File: src/sv/spq_pkg.sv
// package with types and constants of the stable min priority queue
`default_nettype none
package spq_pkg;

    localparam int DEPTH      = 16;
    localparam int DATA_WIDTH = 32;
    localparam int PRIO_WIDTH = 8;
    localparam int CNT_W      = $clog2(DEPTH + 1);

    localparam logic CMD_PUSH = 1'b0;
    localparam logic CMD_POP  = 1'b1;

    localparam logic [1:0] STATUS_OK    = 2'd0;
    localparam logic [1:0] STATUS_EMPTY = 2'd1;
    localparam logic [1:0] STATUS_FULL  = 2'd2;

    typedef struct packed {
        logic                  cmd;
        logic [DATA_WIDTH-1:0] in_data;
        logic [PRIO_WIDTH-1:0] in_priority;
    } req_t;

    typedef struct packed {
        logic [1:0]            status;
        logic [DATA_WIDTH-1:0] out_data;
        logic [CNT_W-1:0]      count;
        logic                  head_valid;
        logic [DATA_WIDTH-1:0] head_data;
    } rsp_t;

    typedef struct packed {
        logic [PRIO_WIDTH-1:0] prio;
        logic [DATA_WIDTH-1:0] data;
    } entry_t;

    typedef struct packed {
        logic insert;
        logic remove;
    } cell_ctrl_t;

endpackage
`default_nettype wire

File: src/sv/stable_min_priority_queue.sv
// top level of the stable min priority queue
// Bounded priority queue of spq_pkg::DEPTH entries kept as a chain of cells sorted by
// priority, ties in push order, so the head always sits in the first cell. Each request
// transaction is either a push or a pop and produces exactly one response transaction
// with status, popped word, count after the operation and the new head entry. Every cell
// updates to one of (keep, take the new entry, take the left neighbor on push,
// take the right neighbor on pop). The one-deep response register takes a new request
// in the same cycle that the previous response is taken, so requests follow back to
// back while the response side keeps ready high; while a response waits, req_ready is
// low. The registered response is valid in the cycle after acceptance. Pop on an empty
// queue and push on a full queue leave the contents untouched and report an error status.
`default_nettype none
module stable_min_priority_queue (
    input  logic           clk,
    input  logic           rst_n,
    input  logic           req_valid,
    output logic           req_ready,
    input  spq_pkg::req_t  req,
    output logic           rsp_valid,
    input  logic           rsp_ready,
    output spq_pkg::rsp_t  rsp
);
    import spq_pkg::*;

    logic [CNT_W-1:0] count_reg;
    logic [CNT_W-1:0] count_next;
    logic             rsp_valid_reg;
    logic             rsp_valid_next;
    rsp_t             rsp_reg;
    rsp_t             rsp_next;

    logic       accept;
    logic       empty;
    logic       full;
    logic       do_push;
    logic       do_pop;
    cell_ctrl_t ctrl;
    entry_t     new_entry;

    entry_t           cell_entry [DEPTH];
    logic [DEPTH-1:0] cell_keep;
    logic [DEPTH-1:0] cell_valid;

    // a waiting response never blocks the next request once it is being taken
    assign req_ready = !rsp_valid_reg || rsp_ready;
    assign accept    = req_valid && req_ready;

    assign empty   = (count_reg == '0);
    assign full    = (count_reg == CNT_W'(DEPTH));
    assign do_push = accept && (req.cmd == CMD_PUSH) && !full;
    assign do_pop  = accept && (req.cmd == CMD_POP) && !empty;

    assign ctrl.insert = do_push;
    assign ctrl.remove = do_pop;

    assign new_entry.prio = req.in_priority;
    assign new_entry.data = req.in_data;

    // sorted cell chain, the head in cell zero
    for (genvar i = 0; i < DEPTH; i++)
    begin : g_cell
        entry_t left_entry;
        entry_t right_entry;
        logic   left_keep;

        assign cell_valid[i] = (count_reg > CNT_W'(i));

        if (i == 0)
        begin : g_first
            assign left_entry = new_entry;
            assign left_keep  = 1'b1;
        end
        else
        begin : g_inner
            assign left_entry = cell_entry[i-1];
            assign left_keep  = cell_keep[i-1];
        end

        if (i == DEPTH - 1)
        begin : g_last
            assign right_entry = cell_entry[i];
        end
        else
        begin : g_body
            assign right_entry = cell_entry[i+1];
        end

        spq_cell u_cell (
            .clk         (clk),
            .ctrl        (ctrl),
            .new_entry   (new_entry),
            .left_entry  (left_entry),
            .right_entry (right_entry),
            .valid       (cell_valid[i]),
            .left_keep   (left_keep),
            .entry       (cell_entry[i]),
            .keep        (cell_keep[i])
        );
    end

    always_comb
    begin
        count_next = count_reg;
        if (do_push)
        begin
            count_next = count_reg + CNT_W'(1);
        end
        else if (do_pop)
        begin
            count_next = count_reg - CNT_W'(1);
        end
    end

    // response as it will look after this transaction
    always_comb
    begin
        rsp_next            = rsp_reg;
        rsp_next.status     = STATUS_OK;
        rsp_next.out_data   = '0;
        rsp_next.count      = count_next;
        rsp_next.head_valid = (count_next != '0);
        rsp_next.head_data  = '0;

        if (req.cmd == CMD_PUSH && full)
        begin
            rsp_next.status = STATUS_FULL;
        end
        if (req.cmd == CMD_POP && empty)
        begin
            rsp_next.status = STATUS_EMPTY;
        end
        if (do_pop)
        begin
            rsp_next.out_data = cell_entry[0].data;
        end

        if (count_next != '0)
        begin
            if (do_push)
            begin
                // equal priority keeps the older head
                if (empty || (new_entry.prio < cell_entry[0].prio))
                begin
                    rsp_next.head_data = new_entry.data;
                end
                else
                begin
                    rsp_next.head_data = cell_entry[0].data;
                end
            end
            else if (do_pop)
            begin
                rsp_next.head_data = cell_entry[1].data;
            end
            else
            begin
                rsp_next.head_data = cell_entry[0].data;
            end
        end
    end

    always_comb
    begin
        rsp_valid_next = rsp_valid_reg;
        if (accept)
        begin
            rsp_valid_next = 1'b1;
        end
        else if (rsp_ready)
        begin
            rsp_valid_next = 1'b0;
        end
    end

    always_ff @(posedge clk or negedge rst_n)
    begin
        if (!rst_n)
        begin
            count_reg     <= '0;
            rsp_valid_reg <= 1'b0;
        end
        else
        begin
            count_reg     <= count_next;
            rsp_valid_reg <= rsp_valid_next;
        end
    end

    // response payload, loaded once per request transaction
    always_ff @(posedge clk)
    begin
        if (accept)
        begin
            rsp_reg <= rsp_next;
        end
    end

    assign rsp_valid = rsp_valid_reg;
    assign rsp       = rsp_reg;

endmodule
`default_nettype wire

File: src/sv/spq_cell.sv
// one cell of the sorted entry chain
`default_nettype none
module spq_cell (
    input  logic                clk,
    input  spq_pkg::cell_ctrl_t ctrl,
    input  spq_pkg::entry_t     new_entry,
    input  spq_pkg::entry_t     left_entry,
    input  spq_pkg::entry_t     right_entry,
    input  logic                valid,
    input  logic                left_keep,
    output spq_pkg::entry_t     entry,
    output logic                keep
);
    import spq_pkg::*;

    entry_t entry_reg;
    entry_t entry_next;

    // an entry stays put on insert when it is served no later than the new one
    assign keep = valid && (entry_reg.prio <= new_entry.prio);

    always_comb
    begin
        entry_next = entry_reg;
        if (ctrl.insert)
        begin
            if (!keep)
            begin
                entry_next = left_keep ? new_entry : left_entry;
            end
        end
        else if (ctrl.remove)
        begin
            entry_next = right_entry;
        end
    end

    always_ff @(posedge clk)
    begin
        entry_reg <= entry_next;
    end

    assign entry = entry_reg;

endmodule
`default_nettype wire

File: config.mk
export PLATFORM = sky130hd
export DESIGN_NAME = stable_min_priority_queue
export DESIGN_NICKNAME = d
export VERILOG_FILES = /design/src/sv/spq_pkg.sv /design/src/sv/stable_min_priority_queue.sv /design/src/sv/spq_cell.sv
export SDC_FILE = /design/constraint.sdc
export NUM_CORES = 2
export LEC_CHECK = 0
export BUFFER_PORTS_ARGS = -buffer_cell sky130_fd_sc_hd__buf_2
export CAP_MARGIN = 40
export CORE_ASPECT_RATIO = 1.25
export CORE_UTILIZATION = 38
export DETAILED_ROUTE_END_ITERATION = 7
export SYNTH_ARGS = -nofsm -noshare
export SYNTH_HDL_FRONTEND = slang
export SYNTH_SLANG_ARGS = --single-unit
File: constraint.sdc
create_clock -name clk -period 7.2 [get_ports clk]
set_clock_uncertainty 0.1 [all_clocks]
set_input_delay 0.72 -clock clk [delete_from_list [all_inputs] [get_ports clk]]
set_output_delay 0.72 -clock clk [all_outputs]
set_load 0.03 [all_outputs]
==> flow_metrics.env <==
export IMPL_area_growth_synth_to_final_pct=11.7
export IMPL_worst_path_buf_inv=3
export IMPL_utilization_pct=43.0
export IMPL_layout_min_cycle_time_ns=4.15
export IMPL_grt_max_degree=202
export IMPL_met2_usage_pct=39.5
export IMPL_violations="DRC"
export IMPL_min_to="rsp_valid"
export IMPL_clkLatencyLatePin_ns=0.65
export IMPL_crit_slowest_cell="dfrtp_1"
export IMPL_crit_cells=5
export IMPL_portBuffers=118
export IMPL_power_density_nw_per_um2=345
export IMPL_grt_ovfl_total=0
export IMPL_met1_usage_pct=25.0
export IMPL_finalMaxSlewViolations=0
export IMPL_avgSynthCellArea_um2=10.8
export IMPL_rsz0062_at_grt="no"
export IMPL_place_congestion=0.858
export IMPL_initial_core_util_pct=38.5
export IMPL_h_tree_depth=3
export IMPL_worstReg2RegEnd="g_cell[14].u_cell.entry[27]"
export IMPL_num_vias=28400
export IMPL_drtIter0Drc=2317
export IMPL_post_route_cells_drive_above_1_share_pct=11.6
export IMPL_drcViolationCount=16
export IMPL_clockRootBuffer="clkbuf_16"
export IMPL_top_usage_layer="met2"
export IMPL_dieArea_um2=103000
export IMPL_netlist_area_um2=38700
export IMPL_crit_family="buffers and inverters"
export IMPL_ant_nets=0
export IMPL_antenna_found_initial=6
export IMPL_synth_fp_nets=3755
export IMPL_critPathKind="flip-flop to flip-flop"
export IMPL_numCtsBuffers=81
export IMPL_rr_worst_depth=5
export IMPL_drv_cap=0
export IMPL_coreArea_um2=101000
export IMPL_die_x_um=288
export IMPL_nets=3727
export IMPL_yosys_cell_types_count=65
export IMPL_setup_viol=0
export IMPL_p_total_w=0.0149
export IMPL_async_reset_ff_share_pct=0.836
export IMPL_dpl_hpwl_mm=74.1
export IMPL_clock_sinks=718
export IMPL_cts_clk_slew_worst_paths_ns=0.06
export IMPL_hold_path_class="input pin to flip-flop"
export IMPL_grt_pass1_wl_mm=172
export IMPL_ios=119
export IMPL_met3_usage_pct=2.63
export IMPL_timing_hold_violations_final=0
export IMPL_ir_drop_mv=0.188
export IMPL_largest_reg_flops=640
export IMPL_worstSetupStartpointType="flip-flop"
export IMPL_die_y_um=359
export IMPL_critPathCaptureType="flip-flop"
export IMPL_cp_arrival_ns=4.40
export IMPL_syn_instance_count=3576
export IMPL_status="finished with violations"
export IMPL_wl_per_cell_um=22.6
export IMPL_cts_tree="done"
export IMPL_period_share_pct=57.6
export IMPL_viasPerCell=5.75
export IMPL_num_rows=130
export IMPL_final_area_um2=43300
export IMPL_dpl_worst_slack_ns=2.59
export IMPL_cts_resized=0
export IMPL_setup_slack_ns=3.05
export IMPL_synth_ff_type="edfxtp_1"
export IMPL_critPathMaxFanout=162
export IMPL_holdCritStartpoint="req_valid"
export IMPL_yosysSeqAreaShare_pct=55.6
export IMPL_slew_headroom_pct=39.5
export IMPL_slowest_delay_ns=0.81
export IMPL_first_pass_iters=8
export IMPL_grt_pass1_vias=29600
export IMPL_ys_ff_latch=718
export IMPL_mostFrequentLayoutCell="edfxtp_1"
export IMPL_tightest_slew_ns=0.906
export IMPL_clock_fmax_ghz=0.241
export IMPL_synth_edf_count=712
export IMPL_most_common_layout_cells="712 x edfxtp_1, 575 x nand2_1, 543 x o21ai_0"
export IMPL_cts_max_path_buffers=3
export IMPL_wirelength_mm=112
export IMPL_finalSetupTns_ns=0
export IMPL_rrSetupSlack_ns=3.05
export IMPL_placed_area_um2=40700
export IMPL_leakage_nw=16.8
export IMPL_r2r_start="count_reg[4]"
export IMPL_hold_depth=2
export IMPL_grtUsageTotal_pct=21.3
export IMPL_cp_cell_sequence="inv_1 > o211ai_4 > buf_12 > buf_4 > o21ai_0"
export IMPL_required_ns=7.45
export IMPL_ys_warn_count=0
## through the flow
step | std cells | hold slack (ns)
global route | 4931 | 0.316
finish | 4936 | 0.312
global placement | 4774 | 0.400
floorplan | 3576 | 0.324
CTS | 4931 | 0.281
detailed placement | 4784 | 0.411
## how the worst max path moves through the flow
stage	slack, ns	endpoint	start
after floorplan	1.15	g_cell[5].u_cell.entry[0]	req[2]
after global placement	2.43	g_cell[15].u_cell.entry[18]	req[4]
after detailed placement	2.59	g_cell[15].u_cell.entry[13]	req[7]
after CTS	3.13	g_cell[14].u_cell.entry[8]	count_reg[4]
after global routing	2.81	g_cell[14].u_cell.entry[28]	count_reg[4]
final	3.05	g_cell[14].u_cell.entry[27]	count_reg[4]
## metal layers
layer	routed length [um]	vias up
li1	-	13200
met1	43200	14300
met3	5030	192
met5	0	-
met4	3400	0
met2	59900	765
## logic make-up (layout without fill, tap and decap cells)
logic type	Yosys count	after routing	synth area share, %
fa+ha+maj	134	134	4.33
flops	718	718	55.6
compound gates	990	990	14.2
mux	439	439	11.5
simple gates	935	935	10.5
other cells	0	5	0
xor+xnor	4	4	0.110
buf+inv	356	391	3.84
## where the power goes
part / internal, W / switching, W / total (W)
Sequential: 0.00565 / 0.000511 / 0.00616
Clock: 0.00232 / 0.00173 / 0.00405
Combinational: 0.00169 / 0.00301 / 0.00470
## worst reg2reg max path: cells and delay by family (launching register included)
family | cells | cell delay [ns]
buffers and inverters | 3 | 1.91
AO/OA/AOI/OAI | 2 | 1.06
flip-flops | 1 | 0.81
## what timing repair did
action | CTS | global route
buffers inserted | 0 | 0
hold buffers | 1 | 0
hold endpoints to repair | 6 | 0
## Yosys cell counts (2+ instances only)
cell type,instances,area [um^2]
edfxtp_1,712,21400
nand2_1,580,2180
o21ai_0,552,2760
mux2i_1,400,4000
clkbuf_1,204,766
a21oi_1,177,886
nor2_1,175,657
ha_1,134,1680
a31oi_1,123,769
buf_2,83,415
nand3_1,56,280
inv_1,54,203
o211ai_1,46,345
mux2_2,39,439
o22ai_1,35,219
and2_1,34,213
nor3_2,29,290
nand4_1,22,138
a21o_1,16,120
nor2b_1,11,68.8
o221a_2,9,101
buf_1,7,26.3
dfrtp_1,6,150
nor3_1,6,30.0
and3_1,5,31.3
buf_6,5,56.3
a22oi_1,4,30.0
nand2b_1,4,25.0
o21a_1,4,30.0
o22a_1,3,26.3
o2bb2ai_1,3,26.3
a211oi_1,2,15.0
buf_4,2,15.0
nor4b_1,2,17.5
xnor2_1,2,17.5
## final cells by class
class / instances / area [um^2]
fillers: 9641 / 57400
flip-flops and latches: 718 / 21500
multi-input cells: 2502 / 16000
clock buffers: 102 / 2190
well taps: 1320 / 1650
repair buffers: 190 / 1330
clock inverters: 44 / 328
inverters: 55 / 208
diodes: 5 / 12.5
Note: power is estimated with default switching activity, not from simulation.
